$ cat config.mk
export PLATFORM = sky130hd
export DESIGN_NAME = rgb_to_hsv_convert
export DESIGN_NICKNAME = d
export VERILOG_FILES = /design/src/hdl/rgb2hsv_pkg.sv /design/src/hdl/rgb2hsv_front.sv /design/src/hdl/rgb2hsv_fifo.sv /design/src/hdl/rgb2hsv_back.sv /design/src/hdl/rgb_to_hsv_convert.sv
export SDC_FILE = /design/constraint.sdc
export NUM_CORES = 2
export LEC_CHECK = 0
export BUFFER_PORTS_ARGS = -buffer_cell sky130_fd_sc_hd__buf_2
export CAP_MARGIN = 0
export CORE_MARGIN = 2
export CORE_UTILIZATION = 31
export CTS_CLUSTER_DIAMETER = 200
export DETAILED_ROUTE_END_ITERATION = 16
export GPL_ROUTABILITY_DRIVEN = 1
export GPL_TIMING_DRIVEN = 0
export PLACE_DENSITY = 0.53
export SLEW_MARGIN = 25
export SYNTH_ARGS = -nofsm -noshare
export SYNTH_HDL_FRONTEND = slang
export SYNTH_SLANG_ARGS = --single-unit
$ cat constraint.sdc
create_clock -name aclk -period 35.8 [get_ports aclk]
set_input_delay 3.58 -clock aclk [delete_from_list [all_inputs] [get_ports aclk]]
set_output_delay 3.58 -clock aclk [all_outputs]
set_load 0.02 [all_outputs]
$ cat src/hdl/rgb2hsv_pkg.sv
package rgb2hsv_pkg;

    localparam int CHANNEL_BITS = 8;
    localparam int HUE_BITS     = 16;
    localparam int SAT_BITS     = 16;
    localparam int DIV_STEPS    = 16;
    localparam int FIFO_DEPTH   = 4;
    localparam int FIFO_AW      = 2;

    // stream widths, fields packed from bit 0 and padded to whole bytes
    localparam int S_TDATA_BITS = ((3 * CHANNEL_BITS + 7) / 8) * 8;
    localparam int M_TDATA_BITS = ((HUE_BITS + SAT_BITS + CHANNEL_BITS + 7) / 8) * 8;

    typedef logic [CHANNEL_BITS-1:0] chan_t;

    // item handed from classifier to divider back end
    typedef struct packed {
        logic                    black;
        logic                    gray;
        logic [2:0]              base;
        logic                    add;
        chan_t                   num;
        chan_t                   delta;
        chan_t                   maxv;
    } cls_t;

endpackage

$ cat src/hdl/rgb2hsv_front.sv
module rgb2hsv_front (
    input  logic                      aclk,
    input  logic                      aresetn,
    input  logic                      in_valid,
    output logic                      in_ready,
    input  rgb2hsv_pkg::chan_t        red,
    input  rgb2hsv_pkg::chan_t        green,
    input  rgb2hsv_pkg::chan_t        blue,
    output logic                      out_valid,
    input  logic                      out_ready,
    output rgb2hsv_pkg::cls_t         out_item
);

    rgb2hsv_pkg::cls_t  item_next;
    rgb2hsv_pkg::cls_t  item_reg;
    logic               valid_reg;
    rgb2hsv_pkg::chan_t mx;
    rgb2hsv_pkg::chan_t mn;

    always_comb begin
        mx = red;
        mn = red;
        if (green > mx) mx = green;
        if (blue > mx)  mx = blue;
        if (green < mn) mn = green;
        if (blue < mn)  mn = blue;
        item_next.maxv  = mx;
        item_next.delta = mx - mn;
        item_next.black = (mx == '0);
        item_next.gray  = (mx == mn);
        if (red == mx) begin
            if (green == mn) begin
                item_next.base = 3'd5; item_next.num = mx - blue;  item_next.add = 1'b1;
            end else begin
                item_next.base = 3'd1; item_next.num = mx - green; item_next.add = 1'b0;
            end
        end else if (green == mx) begin
            if (blue == mn) begin
                item_next.base = 3'd1; item_next.num = mx - red;   item_next.add = 1'b1;
            end else begin
                item_next.base = 3'd3; item_next.num = mx - blue;  item_next.add = 1'b0;
            end
        end else begin
            if (red == mn) begin
                item_next.base = 3'd3; item_next.num = mx - green; item_next.add = 1'b1;
            end else begin
                item_next.base = 3'd5; item_next.num = mx - red;   item_next.add = 1'b0;
            end
        end
    end

    assign in_ready  = !valid_reg || out_ready;
    assign out_valid = valid_reg;
    assign out_item  = item_reg;

    always_ff @(posedge aclk) begin
        if (!aresetn) begin
            valid_reg <= 1'b0;
        end else if (in_ready) begin
            valid_reg <= in_valid;
        end
    end

    always_ff @(posedge aclk) begin
        if (in_ready && in_valid) begin
            item_reg <= item_next;
        end
    end

endmodule

$ cat src/hdl/rgb2hsv_fifo.sv
module rgb2hsv_fifo (
    input  logic              aclk,
    input  logic              aresetn,
    input  logic              in_valid,
    output logic              in_ready,
    input  rgb2hsv_pkg::cls_t in_item,
    output logic              out_valid,
    input  logic              out_ready,
    output rgb2hsv_pkg::cls_t out_item
);

    rgb2hsv_pkg::cls_t                 mem [rgb2hsv_pkg::FIFO_DEPTH];
    logic [rgb2hsv_pkg::FIFO_AW-1:0]   wr_reg;
    logic [rgb2hsv_pkg::FIFO_AW-1:0]   rd_reg;
    logic [rgb2hsv_pkg::FIFO_AW:0]     cnt_reg;
    logic                              push;
    logic                              pop;

    assign in_ready  = (cnt_reg != 3'(rgb2hsv_pkg::FIFO_DEPTH));
    assign out_valid = (cnt_reg != '0);
    assign out_item  = mem[rd_reg];
    assign push      = in_valid && in_ready;
    assign pop       = out_valid && out_ready;

    always_ff @(posedge aclk) begin
        if (!aresetn) begin
            wr_reg  <= '0;
            rd_reg  <= '0;
            cnt_reg <= '0;
        end else begin
            if (push) wr_reg <= wr_reg + 1'b1;
            if (pop)  rd_reg <= rd_reg + 1'b1;
            cnt_reg <= cnt_reg + {2'b0, push} - {2'b0, pop};
        end
    end

    always_ff @(posedge aclk) begin
        if (push) begin
            mem[wr_reg] <= in_item;
        end
    end

    assert property (@(posedge aclk) disable iff (!aresetn)
        cnt_reg <= 3'(rgb2hsv_pkg::FIFO_DEPTH))
        else $error("fifo count overflow");
    assert property (@(posedge aclk) disable iff (!aresetn)
        push && !pop |=> cnt_reg == $past(cnt_reg) + 3'd1)
        else $error("fifo count push");
    assert property (@(posedge aclk) disable iff (!aresetn)
        (cnt_reg == '0) |-> (wr_reg == rd_reg))
        else $error("fifo pointers out of step");

endmodule

$ cat src/hdl/rgb2hsv_back.sv
module rgb2hsv_back (
    input  logic                        aclk,
    input  logic                        aresetn,
    input  logic                        in_valid,
    output logic                        in_ready,
    input  rgb2hsv_pkg::cls_t           in_item,
    output logic                        out_valid,
    input  logic                        out_ready,
    output logic [15:0]                 hue,
    output logic [15:0]                 saturation,
    output rgb2hsv_pkg::chan_t          value
);

    localparam int NS = rgb2hsv_pkg::DIV_STEPS + 1;
    localparam int CB = rgb2hsv_pkg::CHANNEL_BITS;
    localparam int HW = CB + 3;   // width of 6*delta and of the hue term
    localparam int SW = CB;       // width of the saturation remainder

    // one restoring quotient bit per stage, both divisions side by side
    logic              v_reg    [NS];
    logic              blk_reg  [NS];
    logic              gry_reg  [NS];
    rgb2hsv_pkg::chan_t mx_reg  [NS];
    logic [HW-1:0]     hd_reg   [NS];
    logic [HW:0]       hr_reg   [NS];
    logic [15:0]       hq_reg   [NS];
    logic [SW:0]       sr_reg   [NS];
    logic [15:0]       sq_reg   [NS];
    logic              adv;

    logic [HW-1:0]     term0;
    logic [HW-1:0]     six_d;
    logic [CB+16:0]    sdn;
    logic [SW:0]       sr0;
    logic [15:0]       sq0;

    assign adv      = !v_reg[NS-1] || out_ready;
    assign in_ready = adv;

    always_comb begin
        six_d = HW'(in_item.delta) * HW'(6);
        term0 = in_item.add ? HW'(in_item.base) * HW'(in_item.delta) + HW'(in_item.num)
                            : HW'(in_item.base) * HW'(in_item.delta) - HW'(in_item.num);
        // saturation: delta*65535 = delta*65536 - delta; quotient below 65536
        sdn = {1'b0, in_item.delta, 16'd0} - (CB+17)'(in_item.delta);
        sr0 = '0;
        sq0 = '0;
        sr0 = (SW+1)'(sdn[CB+16:16]);
        sq0 = sdn[15:0];
    end

    always_ff @(posedge aclk) begin
        if (!aresetn) begin
            for (int i = 0; i < NS; i++) v_reg[i] <= 1'b0;
        end else if (adv) begin
            v_reg[0] <= in_valid;
            for (int i = 1; i < NS; i++) v_reg[i] <= v_reg[i-1];
        end
    end

    // hue numerator is term*65536; term can reach 6*delta (a full turn), which
    // is folded back to zero so the remainder starts below the divisor
    always_ff @(posedge aclk) begin
        if (adv) begin
            blk_reg[0] <= in_item.black;
            gry_reg[0] <= in_item.gray;
            mx_reg[0]  <= in_item.maxv;
            hd_reg[0]  <= six_d;
            hr_reg[0]  <= (term0 >= six_d) ? {1'b0, term0 - six_d} : {1'b0, term0};
            hq_reg[0]  <= '0;
            // saturation remainder holds high part of dividend; numerator < max*65536
            sr_reg[0]  <= sr0;
            sq_reg[0]  <= sq0;
            for (int i = 1; i < NS; i++) begin
                logic [HW+1:0] ht;
                logic [SW+1:0] st;
                ht = {hr_reg[i-1], 1'b0} - {2'b0, hd_reg[i-1]};
                st = {sr_reg[i-1], sq_reg[i-1][15]} - {2'b0, mx_reg[i-1]};
                blk_reg[i] <= blk_reg[i-1];
                gry_reg[i] <= gry_reg[i-1];
                mx_reg[i]  <= mx_reg[i-1];
                hd_reg[i]  <= hd_reg[i-1];
                if (!ht[HW+1]) begin
                    hr_reg[i] <= ht[HW:0];
                    hq_reg[i] <= {hq_reg[i-1][14:0], 1'b1};
                end else begin
                    hr_reg[i] <= {hr_reg[i-1][HW-1:0], 1'b0};
                    hq_reg[i] <= {hq_reg[i-1][14:0], 1'b0};
                end
                if (!st[SW+1]) begin
                    sr_reg[i] <= st[SW:0];
                    sq_reg[i] <= {sq_reg[i-1][14:0], 1'b1};
                end else begin
                    sr_reg[i] <= {sr_reg[i-1][SW-1:0], sq_reg[i-1][15]};
                    sq_reg[i] <= {sq_reg[i-1][14:0], 1'b0};
                end
            end
        end
    end

    assign out_valid  = v_reg[NS-1];
    assign value      = mx_reg[NS-1];
    assign saturation = blk_reg[NS-1] ? 16'd0 : sq_reg[NS-1];
    assign hue        = (blk_reg[NS-1] || gry_reg[NS-1]) ? 16'd0 : hq_reg[NS-1];

    assert property (@(posedge aclk) disable iff (!aresetn)
        out_valid && !out_ready |=> out_valid)
        else $error("result dropped while stalled");
    assert property (@(posedge aclk) disable iff (!aresetn)
        out_valid && blk_reg[NS-1] |-> gry_reg[NS-1])
        else $error("black pixel not gray");
    assert property (@(posedge aclk) disable iff (!aresetn)
        out_valid && !blk_reg[NS-1] && gry_reg[NS-1] |-> saturation == 16'd0)
        else $error("gray pixel has saturation");

endmodule

$ cat src/hdl/rgb_to_hsv_convert.sv
// channel | dir | tdata fields (low bit up)
// s_axis  | in  | red[7:0] green[15:8] blue[23:16]
// m_axis  | out | hue[15:0] saturation[31:16] value[39:32]
// one pixel per cycle sustained while m_axis is ready; a pixel passes the classify register, the fifo and
// 17 divider stages (a load stage, then one quotient bit per stage)
// aresetn synchronous active low clears all valid and pointer state
// a stall on m_axis freezes the whole divider pipe, then fills the 4-entry fifo, then stalls the front
module rgb_to_hsv_convert (
    input  logic                                 aclk,
    input  logic                                 aresetn,
    input  logic                                 s_axis_tvalid,
    output logic                                 s_axis_tready,
    input  logic [rgb2hsv_pkg::S_TDATA_BITS-1:0] s_axis_tdata,   // red, green, blue
    output logic                                 m_axis_tvalid,
    input  logic                                 m_axis_tready,
    output logic [rgb2hsv_pkg::M_TDATA_BITS-1:0] m_axis_tdata    // hue, saturation, value
);

    localparam int CB = rgb2hsv_pkg::CHANNEL_BITS;
    localparam int MW = rgb2hsv_pkg::M_TDATA_BITS;

    logic              f_valid, f_ready, q_valid, q_ready;
    rgb2hsv_pkg::cls_t f_item, q_item;
    logic [15:0]       hue, saturation;
    rgb2hsv_pkg::chan_t value;

    rgb2hsv_front u_front (
        .aclk, .aresetn,
        .in_valid(s_axis_tvalid), .in_ready(s_axis_tready),
        .red(s_axis_tdata[CB-1:0]), .green(s_axis_tdata[2*CB-1:CB]),
        .blue(s_axis_tdata[3*CB-1:2*CB]),
        .out_valid(f_valid), .out_ready(f_ready), .out_item(f_item)
    );

    rgb2hsv_fifo u_fifo (
        .aclk, .aresetn,
        .in_valid(f_valid), .in_ready(f_ready), .in_item(f_item),
        .out_valid(q_valid), .out_ready(q_ready), .out_item(q_item)
    );

    rgb2hsv_back u_back (
        .aclk, .aresetn,
        .in_valid(q_valid), .in_ready(q_ready), .in_item(q_item),
        .out_valid(m_axis_tvalid), .out_ready(m_axis_tready),
        .hue, .saturation, .value
    );

    assign m_axis_tdata = MW'({value, saturation, hue});

endmodule
==> results.cfg <==
[grt]
grt_overflow = 0
grt_pass1_wl_um = 178000
grt_util_all_layers = 0.113
antenna_found_initial = 2
grt_max_degree = 88
grt_pass1_vias = 35394

[yosys]
synthAdderAreaFrac = 0.0957
async_reset_ff_frac = 0
synth_area_um2 = 59200
synth_ff_type = edfxtp_1
synth-compound-area-share = 0.0972
synthXorXnorAreaFrac = 0.0388
synthCells = 4480
ys_seq_area_frac = 0.619
ys_seq_elements = 1224
synthMuxAreaShare = 0.0352
syn_area_per_cell_um2 = 13.2
synth_top_family_by_area = compound AO/OA/AOI/OAI gates
yosys_warnings = 0
syn-num-nets = 4934
synthSimpleGateAreaFrac = 0.0794
synth_cell_type_count = 72
synth-edff-count = 1212

[timing]
relSlewSlack = 0.307
fmax_ghz = 0.100
fin_crit_ns = 9.96
final.period_utilization = 0.278
finalHoldViolCount = 0
fin_skew_ns = 0.0409
rsz0062_at_grt = no
worst_pin_slew_ns = 1.04
slew_viol_final = 0
finalSetupViolations = 0

[clock_tree]
numCtsBuffers = 134
ctsResizeCount = 0
path_clk_slew_ns = 0.05
cts_sinks = 1224
htreeDepth = 4
clk_latency_ns = 0.76
clk_path_buf_depth = 3
hold_buffers = 0
cts-root-buf = clkbuf_16
postCtsSetupBuffers = 0
cts_tree = built

[cells_and_area]
ff_latch_area_um2 = 36600
final_common_cell = edfxtp_1
final_area_um2 = 67900
nFillCells = 18196
final_cell_mix = 1212 x edfxtp_1, 453 x inv_1, 381 x ha_1, 292 x nor2_1, 275 x a21oi_1
largest_reg_flops = 267
drive_above_1_share = 0.0963
syn_to_final_growth_pct = 14.6
multi_input_area_um2 = 20500
final_nets = 5166

[floorplan]
initial_core_util = 0.312
die_h_um = 441
rows = 160
core_area_um2 = 190000
fp.dieW_um = 441
boundaryPins = 70
die_area_um2 = 195000

[setup_path]
required_ns = 36.27
end_kind = register
r2r_setup_slack_ns = 28.49
start_kind = primary input
arrival_ns = 10.43
crit_fanout = 10
crit_type = primary input to register

[routing]
drtIter0Drc = 1546
wl_um = 108000
via_per_inst = 4.58
routed.top_layer = met4
dr.pass1.iters = 5
wl_met2_um = 57700
vias = 33565
drt-met1-wl_um = 44200
drc_errors = 0
dr_wl_met3_um = 3600
post_drt_wl_per_cell_um = 14.8
postRouteAntennaNets = 0

[outcome]
status = finished clean

[placement]
gp_congestion = 0.842
io_buffers = 68
post_dp_cell_area_um2 = 63400
dp_hpwl_um = 78200

[run]
drv_cap = 0

[min_path]
worstHoldPathType = register to register
==> path summary, 6_finish.rpt <==
kind | start | end | cells past startpoint
setup / recovery | s_axis_tdata[7] | u_front.out_item[23] | 27
hold reg to reg | u_back.sq_reg[0][13] | u_back.sq_reg[1][14] | 0
setup reg to reg | register | u_back.hr_reg[0][1] | 23
hold / removal | u_back.sq_reg[0][13] | u_back.sq_reg[1][14] | 0
==> cells in the mapped netlist (27+ instances only) <==
cell type  instances  area [um2]
clkbuf_1          69         259
nor3_1            58         290
a21boi_0          71         533
a31oi_1           33         206
xor2_1           102         893
nor2_1           292        1100
mux4_2            29         653
a21o_1           143        1070
ha_1             381        4770
and3_1            27         169
and2_1           106         663
nand2b_1          57         357
mux2_2            81         912
xnor2_1          160        1400
mux2i_1           42         420
nand2_1          213         800
fa_1              45         901
nor2b_1           98         613
o21ai_0          198         991
edfxtp_1        1212       36400
inv_1            454        1700
a21oi_1          275        1380
==> metrics by stage <==
| step | utilization | setup WS [ns] | TNS [ns] | std cells | hold slack, ns |
|---|---|---|---|---|---|
| after floorplan | - | 11.24 | 0 | 4480 | 0.400 |
| after global placement | 0.330 | -0.257 | -2.01 | 7059 | 0.402 |
| after detailed placement | 0.334 | 25.13 | 0 | 7087 | 0.405 |
| after CTS | 0.357 | 25.93 | 0 | 7329 | 0.396 |
| after global routing | 0.357 | 25.39 | 0 | 7329 | 0.408 |
| final | 0.357 | 25.84 | 0 | 7331 | 0.400 |
==> layer usage <==
metal | GRT usage | vias to the layer above
met5 | 0 | -
met4 | 0.0387 | 0
met3 | 0.0196 | 188
met2 | 0.214 | 465
met1 | 0.126 | 16165
li1 | - | 16747
==> final cells by class <==
| class | count | area share |
|---|---|---|
| Clock buffer | 161 | 0.0518 |
| Inverter | 455 | 0.0253 |
| Buffer | 86 | 0.00553 |
| Multi-Input combinational cell | 2715 | 0.302 |
| Sequential cell | 1224 | 0.540 |
| Timing Repair Buffer | 96 | 0.0152 |
| Tap cell | 2511 | 0.0463 |
| Antenna cell | 2 | 0.0000737 |
| Clock inverter | 81 | 0.0137 |
==> worst max-delay path, stage by stage <==
cell,delay (ns)
clkbuf_1,0.32
inv_1,0.17
ha_1,0.36
a21oi_1,0.20
o21ai_1,0.24
o21ai_2,0.44
clkbuf_1,0.41
nor2_1,0.07
a21oi_1,0.28
ha_1,0.32
a21o_1,0.19
a21oi_2,0.15
o2111ai_1,0.19
nand2_1,0.29
clkbuf_1,0.39
nor2_1,0.07
a21oi_1,0.74
ha_1,0.40
a21o_1,0.16
a21o_1,0.19
a21o_1,0.18
a21o_1,0.19
a21o_1,0.17
a21oi_1,0.23
xnor2_1,0.17
o22ai_1,0.12
a2bb2oi_1,0.17
==> logic make-up after synthesis <==
family                     after synthesis
AOI/OAI and AO/OA                      911
buffers and inverters                  541
muxes                                  159
DFF                                   1224
and+or+nand+nor                        957
adders and majority gates              426
xor gates and xnor gates               262
Power is left out: the tool's default activity adds up to more than one toggle a clock period on the data nets, which glitch-free logic cannot reach.
